File: config.mk
export PLATFORM = sky130hd
export DESIGN_NAME = hkm_ctrl
export DESIGN_NICKNAME = d
export VERILOG_FILES = /design/src/rtl/core/hkm_pkg.sv /design/src/rtl/core/hkm_ctrl.sv
export SDC_FILE = /design/constraint.sdc
export NUM_CORES = 1
export LEC_CHECK = 0
export BUFFER_PORTS_ARGS = -buffer_cell sky130_fd_sc_hd__buf_2
export CORE_MARGIN = 1.5
export CORE_UTILIZATION = 59
export DETAILED_ROUTE_END_ITERATION = 8
export PLACE_DENSITY_LB_ADDON = 0.05
export SLEW_MARGIN = 10
export SYNTH_ARGS = -nofsm -noshare
export SYNTH_HDL_FRONTEND = slang
export SYNTH_SLANG_ARGS = --single-unit
File: constraint.sdc
create_clock -name aclk -period 6.7 [get_ports aclk]
set_input_delay 0.67 -clock aclk [delete_from_list [all_inputs] [get_ports aclk]]
set_output_delay 0.67 -clock aclk [all_outputs]
set_load 0.05 [all_outputs]
File: src/rtl/core/hkm_pkg.sv
// ----------------------------------------------------------------------------
// hkm_pkg
// Shared types, constants and helpers of the histogram k-means segmenter.
// ----------------------------------------------------------------------------
package hkm_pkg;

    localparam int MAX_CLASSES = 8;
    localparam int LEVELS      = 256;
    localparam int COUNT_WIDTH = 24;

    localparam int LVL_W   = 8;     // gray level
    localparam int CLS_W   = 3;     // cluster index
    localparam int LABEL_W = 4;     // 1-based label / class count
    localparam int MEAN_W  = 18;    // signed 10.8 mean, may dip below zero
    localparam int OUT_W   = 16;    // unsigned 8.8 mean on the port
    localparam int SUM_W   = 40;    // weighted sum of one cluster
    localparam int TOT_W   = 32;    // pixel count of one cluster
    localparam int DVD_W   = 49;    // divider dividend
    localparam int DVS_W   = 33;    // divider divisor
    localparam int STEP_W  = 6;     // divider step counter

    localparam logic CFG_NUM_CLASSES = 1'b0;
    localparam logic CFG_MAX_ITER    = 1'b1;

    localparam logic CMD_LOAD     = 1'b0;
    localparam logic CMD_CLASSIFY = 1'b1;

    localparam logic KIND_MEAN  = 1'b0;
    localparam logic KIND_LABEL = 1'b1;

    typedef logic [MAX_CLASSES-1:0][MEAN_W-1:0] mean_arr_t;

    typedef enum logic [14:0] {
        ST_CLR       = 15'b000000000000001,
        ST_IDLE      = 15'b000000000000010,
        ST_LD_RD     = 15'b000000000000100,
        ST_LD_WR     = 15'b000000000001000,
        ST_CLS       = 15'b000000000010000,
        ST_INIT_GO   = 15'b000000000100000,
        ST_INIT_WAIT = 15'b000000001000000,
        ST_ITER      = 15'b000000010000000,
        ST_PASS      = 15'b000000100000000,
        ST_DRAIN     = 15'b000001000000000,
        ST_RECALC    = 15'b000010000000000,
        ST_DIV_WAIT  = 15'b000100000000000,
        ST_CHECK     = 15'b001000000000000,
        ST_CLAMP     = 15'b010000000000000,
        ST_EMIT      = 15'b100000000000000
    } state_t;

    typedef struct packed {
        logic             accept;
        logic             clr_wr;
        logic             ld_rd;
        logic             ld_wr;
        logic             pass_rd;
        logic             clust_start;
        logic             init_start;
        logic             init_wr;
        logic             acc_clear;
        logic             mean_start;
        logic             mean_wr;
        logic             iter_end;
        logic             clamp;
        logic             emit;
        logic             classify;
        logic [LVL_W-1:0] addr;
        logic [CLS_W-1:0] idx;
    } cmd_t;

    typedef struct packed {
        logic div_done;
        logic cnt_zero;
        logic idx_last;
        logic stop;
        logic out_free;
        logic item_last;
    } status_t;

    // nearest mean to level x (8.8), lowest index on ties
    function automatic logic [CLS_W-1:0] nearest_class(
        input logic [OUT_W-1:0]   x,
        input mean_arr_t          m,
        input logic [LABEL_W-1:0] k
    );
        logic signed [MEAN_W:0] d;
        logic [MEAN_W:0]        ad;
        logic [MEAN_W:0]        bestd;
        logic [CLS_W-1:0]       best;
        best  = '0;
        bestd = '0;
        for (int j = 0; j < MAX_CLASSES; j++) begin
            d  = $signed({3'b000, x}) - $signed({m[j][MEAN_W-1], m[j]});
            ad = (d < 0) ? 19'(-d) : 19'(d);
            if (j == 0) begin
                best  = '0;
                bestd = ad;
            end else if ((LABEL_W'(j) < k) && (ad < bestd)) begin
                best  = CLS_W'(j);
                bestd = ad;
            end
        end
        return best;
    endfunction

endpackage

File: src/rtl/core/hkm_ctrl.sv
// ----------------------------------------------------------------------------
// hkm_ctrl
// Controller: sequences load, classify, clustering, emit and clear sweeps.
// ----------------------------------------------------------------------------
module hkm_ctrl (
    input  logic               aclk,
    input  logic               aresetn,
    input  logic               s_tvalid,
    input  logic               s_tuser,
    output logic               s_tready,
    input  hkm_pkg::status_t   status,
    output hkm_pkg::cmd_t      cmd
);
    import hkm_pkg::*;

    state_t           state_reg, state_next;
    logic [LVL_W-1:0] v_reg, v_next;
    logic [CLS_W-1:0] idx_reg, idx_next;

    always_ff @(posedge aclk) begin
        if (!aresetn) begin
            state_reg <= ST_CLR;
            v_reg     <= '0;
            idx_reg   <= '0;
        end else begin
            state_reg <= state_next;
            v_reg     <= v_next;
            idx_reg   <= idx_next;
        end
    end

    always_comb begin
        state_next = state_reg;
        v_next     = v_reg;
        idx_next   = idx_reg;
        cmd        = '0;
        cmd.addr   = v_reg;
        cmd.idx    = idx_reg;
        s_tready   = 1'b0;
        unique case (state_reg)
            ST_CLR: begin
                cmd.clr_wr = 1'b1;
                v_next     = v_reg + 1'b1;
                if (v_reg == LVL_W'(LEVELS - 1)) state_next = ST_IDLE;
            end
            ST_IDLE: begin
                s_tready = 1'b1;
                if (s_tvalid) begin
                    cmd.accept = 1'b1;
                    state_next = (s_tuser == CMD_CLASSIFY) ? ST_CLS : ST_LD_RD;
                end
            end
            ST_LD_RD: begin
                cmd.ld_rd  = 1'b1;
                state_next = ST_LD_WR;
            end
            ST_LD_WR: begin
                cmd.ld_wr = 1'b1;
                if (status.item_last) begin
                    cmd.clust_start = 1'b1;
                    idx_next        = '0;
                    state_next      = ST_INIT_GO;
                end else begin
                    state_next = ST_IDLE;
                end
            end
            ST_INIT_GO: begin
                cmd.init_start = 1'b1;
                state_next     = ST_INIT_WAIT;
            end
            ST_INIT_WAIT: begin
                if (status.div_done) begin
                    cmd.init_wr = 1'b1;
                    if (status.idx_last) begin
                        state_next = ST_ITER;
                    end else begin
                        idx_next   = idx_reg + 1'b1;
                        state_next = ST_INIT_GO;
                    end
                end
            end
            ST_ITER: begin
                cmd.acc_clear = 1'b1;
                v_next        = '0;
                state_next    = ST_PASS;
            end
            ST_PASS: begin
                cmd.pass_rd = 1'b1;
                v_next      = v_reg + 1'b1;
                if (v_reg == LVL_W'(LEVELS - 1)) state_next = ST_DRAIN;
            end
            ST_DRAIN: begin
                // wait for the last bins to pass the p1 and p2 registers into the accumulators
                v_next = v_reg + 1'b1;
                if (v_reg == LVL_W'(1)) begin
                    idx_next   = '0;
                    state_next = ST_RECALC;
                end
            end
            ST_RECALC: begin
                if (status.cnt_zero) begin
                    // empty cluster keeps its mean
                    if (status.idx_last) begin
                        state_next = ST_CHECK;
                    end else begin
                        idx_next = idx_reg + 1'b1;
                    end
                end else begin
                    cmd.mean_start = 1'b1;
                    state_next     = ST_DIV_WAIT;
                end
            end
            ST_DIV_WAIT: begin
                if (status.div_done) begin
                    cmd.mean_wr = 1'b1;
                    if (status.idx_last) begin
                        state_next = ST_CHECK;
                    end else begin
                        idx_next   = idx_reg + 1'b1;
                        state_next = ST_RECALC;
                    end
                end
            end
            ST_CHECK: begin
                cmd.iter_end = 1'b1;
                state_next   = status.stop ? ST_CLAMP : ST_ITER;
            end
            ST_CLAMP: begin
                cmd.clamp  = 1'b1;
                idx_next   = '0;
                state_next = ST_EMIT;
            end
            ST_EMIT: begin
                if (status.out_free) begin
                    cmd.emit = 1'b1;
                    if (status.idx_last) begin
                        v_next     = '0;
                        state_next = ST_CLR;
                    end else begin
                        idx_next = idx_reg + 1'b1;
                    end
                end
            end
            ST_CLS: begin
                if (status.out_free) begin
                    cmd.classify = 1'b1;
                    state_next   = ST_IDLE;
                end
            end
            default: begin
                v_next     = '0;
                state_next = ST_CLR;
            end
        endcase
    end

endmodule

==> results of run 1 <==
per-stage QoR:
| stage | setup WS [ns] | power [uW] | hold slack [ns] |
|---|---|---|---|
| 5_1_grt | 3.27 | 521 | 0.501 |
| 4_1_cts | 3.60 | 489 | 0.504 |
| 3_5_place_dp | 4.00 | 408 | 0.484 |
| 6_report | 3.50 | 496 | 0.500 |
| 2_1_floorplan | 3.04 | 366 | 0.490 |
| 3_3_place_gp | 4.03 | 405 | 0.466 |
final cells by class:
class / count / share of cell area, %
multi-input combinational: 176 / 59.2
sequential: 26 / 26.2
timing repair buffer: 36 / 9.09
tap: 31 / 1.96
clock buffer: 4 / 1.83
inverter: 9 / 1.70
power groups by stage:
stage	Sequential, uW	Clock [uW]	Combinational [uW]
after floorplan	203	0	163
after global placement	188	0	217
after detailed placement	189	0	219
after CTS	185	82.3	221
after global routing	188	88.1	245
final	186	82.1	228
layout by cell type, fill, tap and decap left out, drive strengths merged, types with 3 or more instances in the layout:
| master | n |
|---|---|
| or4 | 4 |
| nor3 | 8 |
| o31ai | 3 |
| inv | 9 |
| nand2 | 23 |
| buf | 36 |
| clkbuf | 4 |
| a22oi | 5 |
| o21ai | 8 |
| a311oi | 5 |
| and2 | 5 |
| dfxtp | 26 |
| a21oi | 12 |
| nand2b | 3 |
| nand3 | 7 |
| nor4 | 8 |
| nor4b | 9 |
| or3 | 3 |
| nand4 | 3 |
| ha | 3 |
| nor3b | 3 |
| o32a | 3 |
| and3 | 7 |
| or4b | 5 |
| nor2 | 21 |
final timing paths:
path	startpoint	end	slack, ns
max	state_reg[4]	cmd[25]	3.50
min	s_tuser	state_reg[2]	0.50
max reg2reg	state_reg[4]	v_reg[7]	4.08
min reg2reg	idx_reg[2]	idx_reg[2]	0.50
cells by family after synthesis:
logic type,after synthesis,share of synthesized area [%]
compound gates,54,21.8
xor+xnor,2,0.983
fa+ha+maj,3,2.11
buf+inv,19,4.92
flops,26,29.2
mux,1,0.562
simple gates,116,40.4
routing by layer:
metal  track usage, %  up-vias  part of all wire, %
met5                0        -                    0
met4             13.0        0                  2.6
met3             3.57       17                  7.5
met2             48.2       91                   45
met1             41.5      902                   45
li1                 -      908                    -
==> summary.md, run 1 <==
| Metric | Value |
|---|---|
| CTS Root Cell | clkbuf_4 |
| Clock Tree Buf Depth | 2 |
| Max_slew headroom | 39.7% |
| Worst path depth | 5 |
| Fill cells | 251 |
| NumNets Final | between 200 and 300 |
| Core area | 2810 um^2 |
| Layout cells sized above 1 | a little under a quarter |
| Final slew viol count | 0 |
| DRC violations left | 2 |
| Failing checks | design-rule violations |
| Most area-consuming cells after synthesis | dfxtp_1 29%, nand2_1 4.8%, nor2_1 4.4%, nor4b_1 3.4%, a21oi_1 3.4% |
| Hold crit path type | primary input to flop |
| Non-filler cells, final | around 280 |
| Leakage | 0.000844 uW |
| Reg2Reg Depth | 6 |
| Hpwl dp | between 3 and 4 mm |
| RSZ-0062 raised after global routing | false |
| Routed WL | 4.84 mm |
| Diodes inserted | 0 |
| Unique masters post-synth | 52 |
| Die X | roughly 58 um |
| Drt wl/cell | 17.2 um |
| Final Hold Vio Count | 0 |
| Largest net degree at the start of global routing | 15 |
| Period utilisation layout | between 40% and 50% |
| Register area | between 500 and 600 um^2 |
| CTS resizes | 0 |
| First-pass GRT wire length | ~8 mm |
| Worst Max-Slew Pin Slew | between 0.9 and 1 ns |
| Yosys reg bits | 26 |
| Largest area contributor in the netlist | dfxtp_1 |
| First-pass DRT Iterations | 7 |
| Setup TNS | 0 ns |
| Synth Net Count | 234 |
| Async S/R FF share, synth | 0% |
| Cell count after synthesis | ~220 |
| Hold buffers post-CTS | 0 |
| Initial Util | 63.5% |
| Post-route ant nets | 0 |
| Clock latency on the worst-skew pair | between 0.3 and 0.4 ns |
| Crit-path cells | nor4_2 -> nand2_1 -> nor3b_1 -> and2_1 -> buf_2 |
| Placed cell count | around 280 |
| Sequential share of power | 37.5% |
| Cell area after synthesis | ~1800 um^2 |
| CP bufs+invs | 1 |
| Post-Syn Area per Cell | 8.06 um^2 |
| Core Util, Final | a little over two thirds |
| Worst path max stage delay | around 0.6 ns |
| Chip height | 58.0 um |
| Setup-failing EPs final | 0 |
| Seq/Total Area, Yosys | 29.2% |
| # IOs | 37 |
| Rows | 19 |
| Number of global-route vias before repair | roughly 1700 |
| Top FF cell, synth | dfxtp_1 |
| Average vias per placed instance | 6.80 |
| Design area | 1980 um^2 |
| Max reg flops | 15 |
| Die ar. | between 3000 and 4000 um^2 |
| CTS tree | done |
| CP Launch Type | flop |
| CP required | between 6 and 7 ns |
| Gate power share | a little under half |
| Multi-input logic area | around 1200 um^2 |
| Area after DPL | roughly 1900 um^2 |
| Clock power frac | about 17% |
| H-tree depth | 1 |
| Crit. End Element | output pin |
| Post-synth top area share | between 20% and 30% |
| Critical-path maximum fanout | 10 |
| DR vias | approximately 1900 |
| P per Cell Area | ~250 nW/um^2 |
| Sw Share | between 40% and 50% |
| Largest delay contributor family on the critical path | simple AND/OR/NAND/NOR gates |
| Power Internal | 273 uW |
| Setup Buffers After CTS | 0 |
| Initial antenna violation count | 0 |
| TritonCTS buffer count | 3 |
| Hold path cells | 2 |
| EDFF count, synth | 0 |
| IO Port Bufs | 36 |
| Placer congestion estimate | between 0.9 and 1 |
| Commonest cells post-synth | 26 x dfxtp_1, 23 x nand2_1, 21 x nor2_1, 12 x a21oi_1, 9 x inv_1 |
| Critical path type | flop to output pin |
| Synth-to-layout area growth | 11.3% |
| Minimum clock period | between 3 and 4 ns |
| Clock skew | approximately 0.0079 ns |
| Switch Pwr | 223 uW |
| Status | finished, violations left |
| Arrival time worst endpoint | about 2.5 ns |
| Peak VDD IR | about 0.16 mV |
| Synth warnings | 0 |
| Clk sink count | 26 |
| Most common cell in the netlist | dfxtp_1 |
| Grt total ovfl | 0 |
| Slowest cell on the critical path | nor4_2 |
| Max_cap viols | 0 |
| Clk pin slew, worst setup/hold paths | 0.15 ns |
| FMAX | about 0.31 GHz |
| Drt initial violations | about 170 |
| Total Routing Usage GR | slightly above 30% |
No activity file was read; power rests on OpenSTA's default activity.
==> inputs of run 2 (changes only) <==
--- a/config.mk
+++ b/config.mk
@@ -5,9 +5,10 @@
 export SDC_FILE = /design/constraint.sdc
 export NUM_CORES = 1
 export LEC_CHECK = 0
+export ABC_AREA = 1
 export BUFFER_PORTS_ARGS = -buffer_cell sky130_fd_sc_hd__buf_2
 export CORE_MARGIN = 1.5
-export CORE_UTILIZATION = 59
+export CORE_UTILIZATION = 56
 export DETAILED_ROUTE_END_ITERATION = 8
 export PLACE_DENSITY_LB_ADDON = 0.05
 export SLEW_MARGIN = 10
==> constraint.sdc (replaced) <==
create_clock -name aclk -period 3.2 [get_ports aclk]
set_input_delay 0.32 -clock aclk [delete_from_list [all_inputs] [get_ports aclk]]
set_output_delay 0.32 -clock aclk [all_outputs]
set_load 0.05 [all_outputs]
==> summary.md, run 2 <==
| Metric | Value |
|---|---|
| Drt initial violations | 143 (-15%) |
| Synth-to-layout area growth | 10.8% |
| Status | finished clean |
| Die ar. | 4010 um^2 (+19%) |
| Hold path cells | 3 (+1) |
| Final Hold Vio Count | 0 (unchanged) |
| Async S/R FF share, synth | 0% (unchanged) |
| Hold endpoint | state_reg[4] |
| Register area | 520 um^2 (unchanged) |
| Max reg flops | 15 (unchanged) |
| Leakage | 0.00132 uW (+56%) |
| Synth Net Count | 345 (+47%) |
| Setup ws final | 0.886 ns (-2.61 ns) |
| Crit. End Element | output pin |
| Reg-to-Reg Start | v_reg[0] |
| Hpwl dp | 3.86 mm (+6.1%) |
| Reg2Reg Depth | 11 (+5) |
| Grt total ovfl | 0 (unchanged) |
| Top FF cell, synth | dfxtp_1 |
| FF-to-FF End | state_reg[10] |
| DRC violations left | 0 (-2) |
| Post-synth top area share | 25.5% (-3.7 points) |
| Area after DPL | 2240 um^2 (+15%) |
| CTS Root Cell | clkbuf_4 |
| Core area | 3420 um^2 (+22%) |
| Worst Min Path Start | s_tuser |
| Largest area contributor in the netlist | dfxtp_1 |
| Die X | 63.4 um (+9.3%) |
| Fill cells | 333 (+33%) |
| Final slew viol count | 0 (unchanged) |
| # IOs | 37 (unchanged) |
| Commonest cells post-synth | 77 x nand2_1, 61 x nor2_1, 51 x inv_1, 35 x nand3_1, 26 x dfxtp_1 |
| Routed WL | 4.96 mm (+2.5%) |
| Arrival time worst endpoint | 1.99 ns (-0.54 ns) |
| Worst Max-Slew Pin Slew | 0.447 ns (-0.458 ns) |
| Most area-consuming cells after synthesis | dfxtp_1 26%, nand2_1 14%, nor2_1 11%, inv_1 9.4%, nand3_1 8.6% |
| Critical-path maximum fanout | 12 (+2) |
| CP Launch Type | flop |
| Drt wl/cell | 12.0 um (-30%) |
| Worst-case hold slack | 0.245 ns (-0.255 ns) |
| Rows | 21 (+2) |
| TritonCTS buffer count | 3 (unchanged) |
| Non-filler cells, final | 413 (+46%) |
| Layout cells sized above 1 | 22.3% (-0.37 points) |
| Setup TNS | 0 ns (unchanged) |
| Post-route ant nets | 0 (unchanged) |
| Average vias per placed instance | 5.15 (-24%) |
| Cell count after synthesis | 332 (+50%) |
| Largest net degree at the start of global routing | 17 (+2) |
| Gr busiest metal | met2 |
| Critical path type | flop to output pin |
| CTS resizes | 0 (unchanged) |
| Most common cell in the netlist | nand2_1 |
| Max_cap viols | 0 (unchanged) |
| CTS tree | done |
| Clock skew | 0.0139 ns (+0.00598 ns) |
| Peak VDD IR | 0.479 mV (+200%) |
| Seq/Total Area, Yosys | 25.5% (-3.7 points) |
| Design area | 2260 um^2 (+14%) |
| Period utilisation layout | 72.3% |
| Most frequent cells in the layout | 77 x nand2_1, 61 x nor2_1, 51 x inv_1 |
| GR Util met2 | 42.5% (-5.7 points) |
| Clock latency on the worst-skew pair | 0.33 ns (about the same) |
| IO Port Bufs | 36 (unchanged) |
| Met3 track demand over resource | 3.21% (-0.36 points) |
| Setup Buffers After CTS | 0 (unchanged) |
| Chip height | 63.4 um (+9.3%) |
| Setup-failing EPs final | 0 (unchanged) |
| DR vias | 2126 (+11%) |
| Synth warnings | 0 (unchanged) |
| Initial Util | 59.7% (-3.8 points) |
| Minimum clock period | 2.31 ns |
| Post-Syn Area per Cell | 6.14 um^2 (-24%) |
| Number of global-route vias before repair | 1944 (+12%) |
| RSZ-0062 raised after global routing | false |
| H-tree depth | 1 (unchanged) |
| FMAX | ~0.43 GHz |
| Diodes inserted | 0 (unchanged) |
| Clk pin slew, worst setup/hold paths | 0.15 ns (about the same) |
| P per Cell Area | 645 nW/um^2 (+160%) |
| Hold crit path type | primary input to flop |
| Hold buffers post-CTS | 0 (unchanged) |
| Clock Tree Buf Depth | 2 (unchanged) |
| Clk sink count | 26 (unchanged) |
| Place WS | 1.30 ns (-2.70 ns) |
| NumNets Final | 382 (+44%) |
| FF-to-FF setup slack | 1.33 ns (-2.75 ns) |
| Multi-input logic area | 1280 um^2 (+8.7%) |
| Placed cell count | 410 (+47%) |
| Max_slew headroom | 70.2% (+31 points) |
| Cell area after synthesis | 2040 um^2 (+14%) |
| Placer congestion estimate | 0.958 (+3.8%) |
| Total Routing Usage GR | 26.4% (-3.9 points) |
| First-pass DRT Iterations | 5 (-2) |
| First-pass GRT wire length | 8.65 mm (+7.6%) |
| Initial antenna violation count | 0 (unchanged) |
| CP required | 2.88 ns (-3.15 ns) |
| Yosys reg bits | 26 (unchanged) |
| Commonest non-fill, non-tap cell in the layout | nand2_1 |
| EDFF count, synth | 0 (unchanged) |
| Unique masters post-synth | 31 (-40%) |
| GR Util met1 | 37.0% (-4.5 points) |
-- run 2: worst max-delay path by stage --
stage	end	from	slack [ns]
floorplan	state_reg[13]	v_reg[0]	1.17
global placement	cmd[20]	state_reg[8]	1.37
detailed placement	cmd[20]	state_reg[8]	1.30
CTS	cmd[20]	state_reg[8]	0.91
global route	cmd[20]	state_reg[10]	0.79
finish	cmd[20]	state_reg[8]	0.89
-- run 2: routing by layer --
metal | share of wire, % | vias up
li1 | - | 1095
met1 | 47 | 935
met2 | 45 | 84
met3 | 6.6 | 12
met4 | 1.7 | 0
met5 | 0 | -
-- run 2: layout make-up --
cell class	count	area share (%)
clock buffers	3	0.997
inverters	54	8.97
multi-input cells	248	56.5
flip-flops and latches	26	23.0
well taps	46	2.55
repair buffers	36	7.97
-- run 2: power by group --
group | internal [uW] | switching [uW]
sequential | 361 | 34.8
clock | 44.3 | 104
combinational | 278 | 635
-- run 2: logic make-up after synthesis --
kind of cell,after synthesis,synth area share (%)
XOR/XNOR,1,0.430
flip-flops,26,25.5
adder cells (fa/ha/maj),3,1.84
AO/OA/AOI/OAI,22,6.07
buffers and inverters,58,11.9
AND/OR/NAND/NOR,222,54.2
-- run 2: worst max-delay path, cell delays in order (launching register included) --
cell	delay (ns)
dfxtp_1	0.36
nor2_2	0.19
nand2_4	0.09
nor2_4	0.26
nand2_1	0.23
nor2_1	0.22
buf_2	0.30
-- run 2: metrics by stage --
step           util (%)  total power, uW
6_report           66.2             1460
5_1_grt            66.2             1570
4_1_cts            66.2             1450
3_5_place_dp       65.5             1300
3_3_place_gp       65.5             1290
2_1_floorplan         -             1180
